$ cat src/rtl/sba_pkg.sv
package sba_pkg;

    localparam int SLOT_W      = 8;
    localparam int CAP_W       = 9;
    localparam int KIND_W      = 3;
    localparam int WORD_W      = 64;
    localparam int BIT_SEL_W   = 6;
    localparam int QUEUE_DEPTH = 2;

    localparam logic [KIND_W-1:0] KIND_CLEAR   = 3'd0;
    localparam logic [KIND_W-1:0] KIND_ALLOC   = 3'd1;
    localparam logic [KIND_W-1:0] KIND_RELEASE = 3'd2;
    localparam logic [KIND_W-1:0] KIND_TEST    = 3'd3;
    localparam logic [KIND_W-1:0] KIND_FIND    = 3'd4;
    localparam logic [KIND_W-1:0] KIND_BAD     = 3'd5;

    localparam logic [1:0] ST_OK    = 2'd0;
    localparam logic [1:0] ST_MISS  = 2'd1;
    localparam logic [1:0] ST_EMPTY = 2'd2;

    typedef struct packed {
        logic [KIND_W-1:0] kind;
        logic [SLOT_W-1:0] slot_index;
    } t_req;

    typedef struct packed {
        logic [1:0]        status;
        logic [SLOT_W-1:0] result_slot;
        logic              occupied;
        logic [CAP_W-1:0]  free_count;
    } t_rsp;

    typedef struct packed {
        logic [KIND_W-1:0] op;
        logic [SLOT_W-1:0] slot_index;
        logic              in_range;
    } t_entry;

    typedef struct packed {
        logic   valid;
        t_entry entry;
    } t_queue_head;

    typedef struct packed {
        logic             wipe;
        logic [CAP_W-1:0] cap;
    } t_wipe;

    // bits of a word whose global slot index lies below cap
    function automatic logic [WORD_W-1:0] cap_mask(logic [CAP_W-1:0] cap,
                                                   logic [CAP_W-1:0] base);
        logic [CAP_W-1:0] n;
        n = (cap > base) ? cap - base : '0;
        if (n >= CAP_W'(WORD_W)) begin
            return '1;
        end
        return (WORD_W'(1) << n[BIT_SEL_W-1:0]) - WORD_W'(1);
    endfunction

    // {found, index} of the lowest set bit: byte search, then bit search
    function automatic logic [BIT_SEL_W:0] lowest_set(logic [WORD_W-1:0] v);
        logic [7:0] nz;
        logic [2:0] b;
        logic [7:0] sel;
        logic [2:0] k;
        for (int i = 0; i < 8; i++) begin
            nz[i] = |v[8*i +: 8];
        end
        b = '0;
        for (int i = 7; i >= 0; i--) begin
            if (nz[i]) begin
                b = 3'(i);
            end
        end
        sel = v[8*b +: 8];
        k = '0;
        for (int i = 7; i >= 0; i--) begin
            if (sel[i]) begin
                k = 3'(i);
            end
        end
        return {|nz, b, k};
    endfunction

endpackage

$ cat src/rtl/sba_front.sv
module sba_front (
    input  logic                      i_clk,
    input  logic                      i_rst_n,
    input  logic                      i_start,
    output logic                      o_busy,
    input  sba_pkg::t_req             i_req,
    input  logic [sba_pkg::CAP_W-1:0] i_cap,
    input  logic                      i_pop,
    output sba_pkg::t_queue_head      o_head
);
    import sba_pkg::*;

    t_entry     r_q [QUEUE_DEPTH];
    logic       r_wr_ptr, n_wr_ptr;
    logic       r_rd_ptr, n_rd_ptr;
    logic [1:0] r_count, n_count;
    t_entry     cls_entry;
    logic       push;

    always_comb begin
        cls_entry.slot_index = i_req.slot_index;
        cls_entry.in_range   = {1'b0, i_req.slot_index} < i_cap;
        unique case (i_req.kind) inside
            KIND_CLEAR, KIND_ALLOC, KIND_RELEASE, KIND_TEST, KIND_FIND: begin
                cls_entry.op = i_req.kind;
            end
            default: begin
                cls_entry.op = KIND_BAD;
            end
        endcase
    end

    assign o_busy = (r_count == 2'(QUEUE_DEPTH));
    assign push   = i_start && !o_busy;

    assign o_head.valid = (r_count != 2'd0);
    assign o_head.entry = r_q[r_rd_ptr];

    always_comb begin
        n_wr_ptr = push  ? ~r_wr_ptr : r_wr_ptr;
        n_rd_ptr = i_pop ? ~r_rd_ptr : r_rd_ptr;
        n_count  = r_count + 2'(push) - 2'(i_pop);
    end

    always_ff @(posedge i_clk) begin
        if (!i_rst_n) begin
            r_wr_ptr <= 1'b0;
            r_rd_ptr <= 1'b0;
            r_count  <= 2'd0;
        end else begin
            r_wr_ptr <= n_wr_ptr;
            r_rd_ptr <= n_rd_ptr;
            r_count  <= n_count;
        end
    end

    always_ff @(posedge i_clk) begin
        if (push) begin
            r_q[r_wr_ptr] <= cls_entry;
        end
    end

endmodule

$ cat src/rtl/sba_back.sv
module sba_back #(
    parameter int DEPTH = 256
) (
    input  logic                      i_clk,
    input  logic                      i_rst_n,
    input  sba_pkg::t_queue_head      i_head,
    output logic                      o_pop,
    input  logic [sba_pkg::CAP_W-1:0] i_cap,
    input  sba_pkg::t_wipe            i_wipe,
    output logic                      o_done,
    output sba_pkg::t_rsp             o_rsp
);
    import sba_pkg::*;

    localparam int WIW = (DEPTH > 128) ? 2 : 1;
    localparam int NW  = 2 ** WIW;

    localparam logic S_IDLE = 1'b0;
    localparam logic S_SCAN = 1'b1;

    logic [NW-1:0][WORD_W-1:0] r_bits;
    logic                      r_state, n_state;
    logic [WIW-1:0]            r_word, n_word;
    logic [KIND_W-1:0]         r_op, n_op;
    logic [SLOT_W-1:0]         r_idx, n_idx;
    logic                      r_occ, n_occ;
    logic [CAP_W-1:0]          r_free, n_free;
    logic                      r_done, n_done;
    t_rsp                      r_rsp, n_rsp;

    logic [WIW-1:0]       rd_addr;
    logic [WORD_W-1:0]    rd_word;
    logic                 wr_en;
    logic [WORD_W-1:0]    wr_word;
    logic                 wipe_all;
    logic [WIW-1:0]       head_word;
    logic [BIT_SEL_W-1:0] head_bit;
    logic                 head_occ;
    logic [CAP_W-1:0]     base;
    logic [WORD_W-1:0]    word_cap;
    logic [WORD_W-1:0]    start_mask;
    logic [WORD_W-1:0]    scan_mask;
    logic [BIT_SEL_W:0]   hit;
    logic                 last_word;

    assign head_word = i_head.entry.slot_index[BIT_SEL_W +: WIW];
    assign head_bit  = i_head.entry.slot_index[BIT_SEL_W-1:0];
    assign rd_addr   = (r_state == S_SCAN) ? r_word : head_word;
    assign rd_word   = r_bits[rd_addr];
    assign head_occ  = rd_word[head_bit] & i_head.entry.in_range;

    assign base       = CAP_W'({r_word, {BIT_SEL_W{1'b0}}});
    assign word_cap   = cap_mask(i_cap, base);
    assign start_mask = (r_word == r_idx[BIT_SEL_W +: WIW])
                      ? ~((WORD_W'(1) << r_idx[BIT_SEL_W-1:0]) - WORD_W'(1)) : '1;
    assign scan_mask  = (r_op == KIND_ALLOC) ? (~rd_word & word_cap)
                                             : (rd_word & word_cap & start_mask);
    assign hit        = lowest_set(scan_mask);
    assign last_word  = &r_word;

    always_comb begin
        n_state  = r_state;
        n_word   = r_word;
        n_op     = r_op;
        n_idx    = r_idx;
        n_occ    = r_occ;
        n_free   = r_free;
        n_done   = 1'b0;
        n_rsp    = r_rsp;
        o_pop    = 1'b0;
        wr_en    = 1'b0;
        wr_word  = rd_word;
        wipe_all = 1'b0;
        unique case (r_state)
            S_IDLE: begin
                if (i_head.valid) begin
                    o_pop             = 1'b1;
                    n_done            = 1'b1;
                    n_rsp.status      = ST_OK;
                    n_rsp.result_slot = i_head.entry.slot_index;
                    n_rsp.occupied    = 1'b0;
                    n_op              = i_head.entry.op;
                    n_idx             = i_head.entry.slot_index;
                    unique case (i_head.entry.op)
                        KIND_CLEAR: begin
                            wipe_all = 1'b1;
                            n_free   = i_cap;
                        end
                        KIND_ALLOC: begin
                            n_done  = 1'b0;
                            n_state = S_SCAN;
                            n_word  = '0;
                        end
                        KIND_RELEASE: begin
                            if (head_occ) begin
                                n_rsp.occupied = 1'b1;
                                wr_en          = 1'b1;
                                wr_word        = rd_word & ~(WORD_W'(1) << head_bit);
                                if (r_free < i_cap) begin
                                    n_free = r_free + CAP_W'(1);
                                end
                            end else begin
                                n_rsp.status = ST_EMPTY;
                            end
                        end
                        KIND_TEST: begin
                            if (head_occ) begin
                                n_rsp.occupied = 1'b1;
                            end else begin
                                n_rsp.status = ST_EMPTY;
                            end
                        end
                        KIND_FIND: begin
                            n_rsp.occupied = head_occ;
                            if (i_head.entry.in_range) begin
                                n_done  = 1'b0;
                                n_state = S_SCAN;
                                n_word  = head_word;
                                n_occ   = head_occ;
                            end else begin
                                n_rsp.status = ST_MISS;
                            end
                        end
                        default: begin
                            n_rsp.status = ST_EMPTY;
                        end
                    endcase
                end
            end
            S_SCAN: begin
                n_rsp.occupied = (r_op == KIND_ALLOC) ? 1'b0 : r_occ;
                if (hit[BIT_SEL_W]) begin
                    n_done            = 1'b1;
                    n_state           = S_IDLE;
                    n_rsp.status      = ST_OK;
                    n_rsp.result_slot = SLOT_W'({r_word, hit[BIT_SEL_W-1:0]});
                    if (r_op == KIND_ALLOC) begin
                        wr_en   = 1'b1;
                        wr_word = rd_word | (WORD_W'(1) << hit[BIT_SEL_W-1:0]);
                        if (r_free != '0) begin
                            n_free = r_free - CAP_W'(1);
                        end
                    end
                end else if (last_word) begin
                    n_done            = 1'b1;
                    n_state           = S_IDLE;
                    n_rsp.status      = ST_MISS;
                    n_rsp.result_slot = r_idx;
                end else begin
                    n_word = r_word + WIW'(1);
                end
            end
            default: begin
                n_state = S_IDLE;
            end
        endcase
        n_rsp.free_count = n_free;
    end

    always_ff @(posedge i_clk) begin
        if (!i_rst_n) begin
            r_state <= S_IDLE;
            r_done  <= 1'b0;
            r_free  <= CAP_W'(DEPTH);
            r_bits  <= '0;
        end else begin
            r_state <= n_state;
            r_done  <= n_done;
            r_free  <= n_free;
            if (i_wipe.wipe) begin
                r_bits <= '0;
                r_free <= i_wipe.cap;
            end else if (wipe_all) begin
                r_bits <= '0;
            end else if (wr_en) begin
                r_bits[rd_addr] <= wr_word;
            end
        end
    end

    always_ff @(posedge i_clk) begin
        r_word <= n_word;
        r_op   <= n_op;
        r_idx  <= n_idx;
        r_occ  <= n_occ;
        r_rsp  <= n_rsp;
    end

    assign o_done = r_done;
    assign o_rsp  = r_rsp;

    a_free_within_cap: assert property (@(posedge i_clk) disable iff (!i_rst_n)
        r_free <= i_cap)
        else $error("free count above capacity");

    a_free_matches_map: assert property (@(posedge i_clk) disable iff (!i_rst_n)
        ($countones(r_bits) + 32'(r_free)) == 32'(i_cap))
        else $error("free count disagrees with occupancy map");

    a_scan_op: assert property (@(posedge i_clk) disable iff (!i_rst_n)
        (r_state == S_SCAN) |-> (r_op == KIND_ALLOC || r_op == KIND_FIND))
        else $error("scan running for a non-scanning request");

    a_pop_valid: assert property (@(posedge i_clk) disable iff (!i_rst_n)
        o_pop |-> i_head.valid)
        else $error("pop from empty queue");

endmodule

$ cat src/rtl/slot_bitmap_allocator_top.sv
// Slot bitmap allocator: occupancy map over up to 256 page slots plus a free count.
// Request channel: a transfer happens on a rising edge with start high and busy low;
// i_req carries kind and slot_index. busy is high while the two-entry request queue
// is full. Results come out on o_rsp for exactly one cycle, marked by o_done, one
// result per request, in request order. The receiver cannot stall the block.
// With the back end idle, clear, release, test, unknown kinds and out-of-range find-next
// finish in the idle state: the request is popped from the queue and o_done is registered.
// Allocate and find-next are popped the same way with a lookup, then scan the map
// one 64-bit word per cycle: allocate 1..4 words, find-next 1..4 from its start word on.
// Requests waiting in the queue add the back-end time of those ahead of them.
// Throughput: one request per cycle for the simple kinds while no scan runs; during a
// scan the back end takes no new request from the queue until the scan ends.
// Config port (APB): slot_capacity at byte address 0, 9 bits, capped at min(MAX_SLOTS,
// 256). Writing it empties the map and sets the free count to the capacity; write it
// only while no request is outstanding. pready is always high.
// Reset: map empty, capacity 256 (capped), free count equal to the capacity; the
// queue is empty and o_done low.
module slot_bitmap_allocator_top #(
    parameter int MAX_SLOTS = 256
) (
    input  logic                i_clk,
    input  logic                i_rst_n,
    input  logic                psel,
    input  logic                penable,
    input  logic                pwrite,
    input  logic [2:0]          paddr,
    input  logic [31:0]         pwdata,
    output logic [31:0]         prdata,
    output logic                pready,
    input  logic                start,
    output logic                busy,
    input  sba_pkg::t_req       i_req,
    output logic                o_done,
    output sba_pkg::t_rsp       o_rsp
);
    import sba_pkg::*;

    localparam int DEPTH = (MAX_SLOTS < 256) ? MAX_SLOTS : 256;

    logic [CAP_W-1:0] r_cap;
    logic [CAP_W-1:0] eff_cap;
    logic [CAP_W-1:0] wr_cap;
    logic             cfg_wr;
    t_wipe            wipe;
    t_queue_head      head;
    logic             pop;

    assign pready  = 1'b1;
    assign cfg_wr  = psel && penable && pwrite && pready && !paddr[2];
    assign eff_cap = (r_cap > CAP_W'(DEPTH)) ? CAP_W'(DEPTH) : r_cap;
    assign wr_cap  = (pwdata[CAP_W-1:0] > CAP_W'(DEPTH)) ? CAP_W'(DEPTH)
                                                        : pwdata[CAP_W-1:0];
    assign prdata  = paddr[2] ? 32'd0 : 32'(r_cap);

    assign wipe.wipe = cfg_wr;
    assign wipe.cap  = wr_cap;

    always_ff @(posedge i_clk) begin
        if (!i_rst_n) begin
            r_cap <= CAP_W'(256);
        end else if (cfg_wr) begin
            r_cap <= pwdata[CAP_W-1:0];
        end
    end

    sba_front u_front (
        .i_clk   (i_clk),
        .i_rst_n (i_rst_n),
        .i_start (start),
        .o_busy  (busy),
        .i_req   (i_req),
        .i_cap   (eff_cap),
        .i_pop   (pop),
        .o_head  (head)
    );

    sba_back #(
        .DEPTH (DEPTH)
    ) u_back (
        .i_clk   (i_clk),
        .i_rst_n (i_rst_n),
        .i_head  (head),
        .o_pop   (pop),
        .i_cap   (eff_cap),
        .i_wipe  (wipe),
        .o_done  (o_done),
        .o_rsp   (o_rsp)
    );

endmodule
$ cat config.mk
export PLATFORM = sky130hd
export DESIGN_NAME = slot_bitmap_allocator_top
export DESIGN_NICKNAME = d
export VERILOG_FILES = /design/src/rtl/sba_pkg.sv /design/src/rtl/sba_front.sv /design/src/rtl/sba_back.sv /design/src/rtl/slot_bitmap_allocator_top.sv
export SDC_FILE = /design/constraint.sdc
export NUM_CORES = 1
export LEC_CHECK = 0
export ABC_CLOCK_PERIOD_IN_PS = 6800
export BUFFER_PORTS_ARGS = -buffer_cell sky130_fd_sc_hd__buf_2
export CAP_MARGIN = 15
export CORE_MARGIN = 2
export CORE_UTILIZATION = 40
export CTS_BUF_LIST = sky130_fd_sc_hd__clkbuf_16
export DETAILED_ROUTE_END_ITERATION = 10
export GPL_TIMING_DRIVEN = 0
export PLACE_DENSITY = 0.63
export SLEW_MARGIN = 20
export SYNTH_ARGS = -nofsm -noshare
export SYNTH_HDL_FRONTEND = slang
export SYNTH_SLANG_ARGS = --single-unit
$ cat constraint.sdc
create_clock -name i_clk -period 6.8 [get_ports i_clk]
set_input_delay 1.02 -clock i_clk [delete_from_list [all_inputs] [get_ports i_clk]]
set_output_delay 1.02 -clock i_clk [all_outputs]
set_load 0.05 [all_outputs]
==> run_results.csv, run 1 <==
group,metric,value,unit
clock_tree,cts_inserted_buffers,37,
clock_tree,ctsLongestPathBuffers,3,
critical_path,cp_top_family,"buffers and inverters",
timing,tightestPinTransition,1.15,ns
cells_and_area,final_area,26800,µm²
flow_run,maxCapViolations,0,
logic_synthesis,synth_area,22600,µm²
critical_path,reg2reg_slack,-0.02,ns
logic_synthesis,synth_flop_cell,"dfxtp_1",
logic_synthesis,ys_seq_area_share,32.2,%
critical_path,max_stage_delay,0.47,ns
timing,finClkSkew,0.0267,ns
logic_synthesis,synth_area_per_cell,8.04,µm²
routing,route.met3.wl,13600,µm
critical_path,cp_cell_sequence,"buf_2 -> inv_2 -> mux2_2 -> buf_6 -> buf_6 -> buf_4 -> buf_6 -> buf_4 -> mux2_2 -> o21ai_2 -> o21ai_0 -> and3_1 -> nand2_1 -> nor2_4 -> buf_6 -> buf_6 -> a32o_1 -> a221oi_4 -> o211ai_4 -> buf_4 -> nor2_4 -> buf_6 -> a221oi_1 -> a21oi_1",
floorplanning,ioPinCount,107,
cells_and_area,syn_to_final_growth,18.2,%
critical_path,required,7.17,ns
timing,relSlewSlack,22.6,%
clock_tree,cts_tree,"done",
routing,routed_wl,116000,µm
critical_path,path_common_cell,"buf_6",
logic_synthesis,synth_top_cell_by_area,"dfxtp_1",
routing,drt_iter0_markers,3610,
placed_design,dpl.hpwl,86600,µm
floorplanning,coreArea,56200,µm²
clock_tree,cts-htree-levels,2,
pwr,power.density,414,nW/µm²
clock_tree,clock_latency,0.59,ns
timing,maxSlewViolCount,0,
cells_and_area,final_layout_size_suffix_gt1_share,19.2,%
global_route,grt_overflow,0,
timing,fin_ws,-0.0214,ns
logic_synthesis,postSynthCellCount,2816,
logic_synthesis,yosysMostFrequentCell,"a21oi_1",
global_route,antenna_found_initial,0,
timing,final-setup-viol-count,1,
routing,drc,0,
worst_hold_path,holdPathStages,1,
floorplanning,die-area,58500,µm²
outcome,status,"finished, violations left",
clock_tree,root_buffer,"clkbuf_16",
logic_synthesis,synth_edf_count,49,
pwr,p_leak,9.26,nW
critical_path,worstPathMaxFanout,10,
floorplanning,initial_core_util,40.3,%
cells_and_area,fin_nets,3064,
logic_synthesis,yosysWarnings,0,
critical_path,r2r_cells,24,
pwr,peakVddDrop,262,µV
critical_path,arrival,7.19,ns
critical_path,path_depth,24,
floorplanning,die_h,242,µm
floorplanning,num_rows,87,
clock_tree,cts.sinks,339,
routing,drt-wirelength-per-cell,30.7,µm
placed_design,dp.cells,3656,
logic_synthesis,async_flop_share,0,%
logic_synthesis,synth_commonest_cells,"a21oi_1, dfxtp_1, o21ai_0",
routing,wl_met2,50300,µm
global_route,grt_pass1_wl,167000,µm
cells_and_area,fin_util,47.6,%
global_route,grt_max_degree,15,
placed_design,io_buffers,56,
routing,topRoutingLayerUsed,"met4",
timing,hold_viol_final,0,
floorplanning,die_x,242,µm
critical_path,cp-end-kind,"flop",
logic_synthesis,yosysTopAreaCellShare,25.7,%
critical_path,start_kind,"flop",
logic_synthesis,ys_ff_latch,339,
cells_and_area,fillers,5609,
timing,timing.final.crit_share,100,%
cells_and_area,finalNonFillerCells,3771,
global_route,grtUsageTotal,37.9,%
outcome,failed_checks,"setup timing",
cells_and_area,antennaDiodeCount,0,
critical_path,slowest_stage,"mux2_2",
routing,wl_met1,41900,µm
global_route,grt_pass1_vias,24500,
critical_path,setup.worst_path.class,"reg2reg",
placed_design,pre_cts_ws,-2.49,ns
routing,ant_nets,0,
timing,clock.fmax,147,MHz
clock_tree,path_clk_slew,0.06,ns
routing,via_per_inst,6.86,
routing,num_vias,25900,
logic_synthesis,ys_types,112,
timing,period_minus_slack,6.82,ns
placed_design,gp_congestion,1.09,
critical_path,critPathBufInv,11,
worst_hold_path,hold_class,"reg2reg",
routing,first_pass_iters,6,
placed_design,placed_cell_area,24000,µm²
logic_synthesis,synth_area_leaders,"dfxtp_1, a21oi_1, edfxtp_1",
-- power breakdown --
group          switching (mW)  internal [mW]  leakage [nW]
clock                   0.896           1.12         0.616
sequential             0.0869           2.23          2.80
combinational            4.63           2.11          5.84
total                    5.61           5.46          9.26
-- state kept, by name, summed over array words and instances (netlist names), 3 cells and up, named ones only --
register,cells
u_back.r_bits,256
u_front.r_q,24
u_back.o_rsp,20
r_cap,9
u_back.r_free,9
u_back.r_idx,8
u_back.r_op,3
-- metrics by stage --
stage | TNS [ns] | total power, mW | hold WS (ns)
final | -0.0214 | 11.1 | 0.482
after CTS | -0.0789 | 10.3 | 0.484
after detailed placement | -583.01 | 7.73 | 0.461
after global placement | -603.88 | 7.71 | 0.455
after floorplan | 0 | 5.71 | 0.427
after global routing | -1.09 | 11.3 | 0.502
-- area by class of cell --
| cell class | count | area [µm²] | area share [%] |
|---|---|---|---|
| clock buffer | 37 | 926 | 3.46 |
| tap | 756 | 946 | 3.54 |
| multi-input combinational | 2188 | 15100 | 56.3 |
| timing repair buffer | 113 | 737 | 2.75 |
| buffer | 270 | 1400 | 5.25 |
| inverter | 38 | 148 | 0.552 |
| clock inverter | 30 | 263 | 0.982 |
| sequential | 339 | 7280 | 27.2 |
-- worst register-to-register path, delay by kind of cell (launching register included) --
| kind | cells | cell delay (ns) |
|---|---|---|
| AO/OA/AOI/OAI | 7 | 1.82 |
| buffers and inverters | 11 | 2.73 |
| flip-flops | 1 | 0.30 |
| multiplexers | 2 | 0.92 |
| AND/OR/NAND/NOR | 4 | 0.85 |
-- path summary, 6_finish.rpt --
path                            to              from
setup / recovery  u_back.o_rsp[12]    u_back.r_state
setup reg to reg  u_back.o_rsp[12]    u_back.r_state
hold / removal    u_back.r_bits[0]  u_back.r_bits[0]
hold reg to reg   u_back.r_bits[0]  u_back.r_bits[0]
-- cells by family after synthesis --
group	synth area share, %
AO/OA/AOI/OAI	29.9
AND/OR/NAND/NOR	20.1
flip-flops	32.2
buffers and inverters	6.05
multiplexers	8.82
XOR/XNOR	1.51
adder cells (fa/ha/maj)	1.42
other	0.0332
-- layout by cell type (no fill, tap or decap), types with 12 or more instances in the layout --
master	instances
a211oi_1	34
a21boi_0	25
a21oi_1	323
a22oi_1	12
a31oi_1	67
and2_1	18
and3_1	30
buf_2	74
buf_4	88
buf_6	15
clkbuf_1	124
clkbuf_16	37
clkbuf_2	58
conb_1	24
dfxtp_1	290
edfxtp_1	49
ha_1	22
inv_1	39
mux2_2	13
mux2i_1	51
mux4_2	57
nand2_1	230
nand2b_1	18
nand3_1	64
nand4_1	30
nor2_1	199
nor2b_1	45
nor3_1	76
nor3b_1	14
nor4_1	17
nor4_2	12
o211ai_1	40
o21a_1	30
o21ai_0	269
o22ai_1	41
o31ai_1	29
or2_2	12
or3_1	15
xnor2_1	23
xor2_1	15
-- routing by layer --
metal / vias up / GRT usage [%]
li1: 10900 / -
met1: 12300 / 47.2
met2: 2075 / 58.3
met3: 545 / 8.29
met4: 0 / 26.6
met5: - / 0
-- timing repair --
item,CTS,global route
setup buffers,27,24
pin swaps,19,22
gates resized for setup,163,162
hold endpoints to repair,0,0
hold buffers,0,0
endpoints found under the setup margin,297,276
gates cloned,0,0
(Power assumes the default switching activity.)
==> inputs of run 2 (changes only) <==
--- a/config.mk
+++ b/config.mk
@@ -5,6 +5,7 @@
 export SDC_FILE = /design/constraint.sdc
 export NUM_CORES = 1
 export LEC_CHECK = 0
+export ABC_AREA = 1
 export ABC_CLOCK_PERIOD_IN_PS = 6800
 export BUFFER_PORTS_ARGS = -buffer_cell sky130_fd_sc_hd__buf_2
 export CAP_MARGIN = 15
==> run 2 against run 1 <==
- the flow now finishes without violations
- synthesized area increased by 10%
- register-to-register slack better by 0.04 ns
- synthesized cell count grew 45%
- sequential cell count is the same
- clock power is 4% higher
- combinational power rose by 30%
- cell count grew 36%
- critical path depth up 10
- power up 19%
- global-route usage fell by 0.33 points
- core utilization up 0.20 points
==> run_results.csv, run 2 <==
group,metric,value,unit
outcome,status,"complete, no violations",
logic_synthesis,synth_area,24900,µm²
floorplanning,die-area,64200,µm²
cells_and_area,fin_nets,4343,
critical_path,arrival,7.33,ns
logic_synthesis,synth_commonest_cells,"nand2_1, inv_1, nand3_1",
critical_path,required,7.35,ns
timing,final-setup-viol-count,0,
timing,timing.final.crit_share,99.7,%
placed_design,placed_cell_area,26400,µm²
routing,ant_nets,0,
critical_path,cp-endpoint,"u_back.r_bits[253]",
critical_path,slowest_stage,"clkbuf_1",
clock_tree,cts_inserted_buffers,40,
cells_and_area,syn_to_final_growth,18.4,%
timing,finalSetupTns,0,ns
global_route,grt_overflow,0,
clock_tree,path_clk_slew,0.06,ns
floorplanning,coreArea,61600,µm²
routing,drc,0,
logic_synthesis,postSynthCellCount,4076,
routing,via_per_inst,5.92,
critical_path,path_common_cell,"nand2_1",
logic_synthesis,synth_edf_count,49,
critical_path,r2r-end,"u_back.r_bits[253]",
global_route,grtUsageTotal,37.5,%
timing,hold_viol_final,0,
global_route,antenna_found_initial,0,
timing,maxSlewViolCount,0,
pwr,power.density,448,nW/µm²
floorplanning,die_h,253,µm
cells_and_area,fillers,6656,
critical_path,reg2reg_slack,0.02,ns
cells_and_area,most-common-layout-cells,"nand2_1, inv_1, nand3_1, nor2_1, dfxtp_1",
floorplanning,initial_core_util,40.4,%
timing,period_minus_slack,6.78,ns
cells_and_area,final_area,29500,µm²
worst_hold_path,hp-start,"u_front.r_rd_ptr",
timing,fin_ws,0.0203,ns
timing,finClkSkew,0.0267,ns
global_route,grt_max_degree,14,
clock_tree,clock_latency,0.61,ns
critical_path,setup.worst_path.class,"reg2reg",
critical_path,worstPathMaxFanout,10,
routing,first_pass_iters,8,
timing,relSlewSlack,19.4,%
routing,drt_iter0_markers,4084,
logic_synthesis,ys_ff_latch,339,
clock_tree,cts.sinks,339,
critical_path,cp-end-kind,"flop",
timing,clock.fmax,147,MHz
logic_synthesis,yosysWarnings,0,
logic_synthesis,synth_flop_cell,"dfxtp_1",
logic_synthesis,synth_area_leaders,"dfxtp_1, nand2_1, nand3_1",
clock_tree,cts-htree-levels,2,
global_route,grt_pass1_vias,26500,
logic_synthesis,yosysTopAreaCellShare,23.3,%
pwr,peakVddDrop,361,µV
floorplanning,die_x,253,µm
placed_design,io_buffers,56,
pwr,p_leak,13.9,nW
logic_synthesis,yosysMostFrequentCell,"nand2_1",
logic_synthesis,ys_seq_area_share,29.2,%
timing,rsz0062_at_grt,"yes",
clock_tree,root_buffer,"clkbuf_16",
placed_design,gp_congestion,1.10,
worst_hold_path,hold_class,"reg2reg",
clock_tree,cts_hold_buffers,0,
critical_path,max_stage_delay,0.76,ns
critical_path,cp-startpoint,"u_back.r_state",
cells_and_area,final_layout_size_suffix_gt1_share,12.5,%
cells_and_area,final_common_cell,"nand2_1",
placed_design,dpl.hpwl,97500,µm
clock_tree,cts_tree,"done",
routing,num_vias,30400,
logic_synthesis,synth_area_per_cell,6.11,µm²
logic_synthesis,async_flop_share,0,%
cells_and_area,largest_register,"u_back.r_bits",
global_route,grt_pass1_wl,177000,µm
routing,routed_wl,125000,µm
logic_synthesis,synth_top_cell_by_area,"dfxtp_1",
floorplanning,ioPinCount,107,
critical_path,start_kind,"flop",
worst_hold_path,holdPathStages,1,
timing,tightestPinTransition,1.20,ns
critical_path,r2r_cells,34,
cells_and_area,fin_util,47.8,%
logic_synthesis,ys_types,67,
routing,drt-wirelength-per-cell,24.3,µm
pwr,total_power,13.2,mW
cells_and_area,largest_reg_flops,256,
critical_path,rr_startpoint,"u_back.r_state",
clock_tree,ctsLongestPathBuffers,3,
flow_run,maxCapViolations,0,
placed_design,pre_cts_ws,-1.40,ns
floorplanning,num_rows,91,
## run 2: changes by cell type in the layout (fill, tap and decap cells not counted), moves of 61 or more
| cell | change |
|---|---|
| nand3_1 | +386 |
| nor2_1 | +211 |
| a31oi_1 | -61 |
| nand4_1 | +122 |
| o21ai_0 | -138 |
| nand2_1 | +510 |
| inv_1 | +621 |
## run 2: cells by family after synthesis
kind of cell               after synthesis  synth area share [%]
buffers and inverters                  922                  14.6
muxes                                    2                0.0804
adders and majority gates               25                  1.29
and+or+nand+nor                       2023                  36.1
other                                    2                0.0302
DFF                                    339                  29.2
AOI/OAI and AO/OA                      742                  18.0
xor gates and xnor gates                21                 0.739
## run 2: repair_timing
action                                  4_1_cts  5_1_grt
setup buffers                                12       54
endpoints found under the setup margin      259      273
endpoints found under the hold margin         0        0
gates resized for setup                      97      259
pin swaps                                    12       51
cloned                                        0        0
## run 2: worst min-delay path by stage
stage,end
after floorplan,flop
after global placement,u_front.r_rd_ptr
after detailed placement,flop
after CTS,flop
after global routing,flop
final,flop
## run 2: layer usage
| metal | global-route usage [%] | routed length (µm) | up-vias | share of wire (%) |
|---|---|---|---|---|
| met5 | 0 | 82 | - | 0.066 |
| met4 | 15.1 | 5770 | 2 | 4.6 |
| met3 | 8.92 | 15700 | 332 | 13 |
| met2 | 53.8 | 50700 | 1988 | 41 |
| met1 | 53.6 | 52400 | 14200 | 42 |
| li1 | - | - | 13900 | - |
## run 2: metrics by stage
stage	instances	hold WS [ns]
after floorplan	4098	0.426
after global placement	4991	0.435
after detailed placement	4995	0.440
after CTS	5074	0.450
after global routing	5128	0.496
final	5129	0.471
## run 2: final cells by class
cell class,instances,area [µm²],share of cell area (%)
plain buffers,245,1200,4.07
clock inverters,27,230,0.781
multi-input cells,2837,15300,51.8
inverters,677,2560,8.68
clock buffers,40,1000,3.40
well taps,837,1050,3.55
flip-flops and latches,339,7280,24.7
diodes,1,2.50,0.00849
repair buffers,126,890,3.02
## run 2: report_power, final
part	leakage, nW	internal, mW	total, mW	switching, mW
Clock	0.642	1.16	2.10	0.943
Combinational	10.4	2.24	8.75	6.51
Sequential	2.80	2.25	2.35	0.0990
## run 2: critical path: cells and delay by family, from the launching register on
family / cells / cell delay [ns]
AOI/OAI and AO/OA: 4 / 1.43
and+or+nand+nor: 22 / 2.73
DFF: 1 / 0.30
buffers and inverters: 8 / 2.27
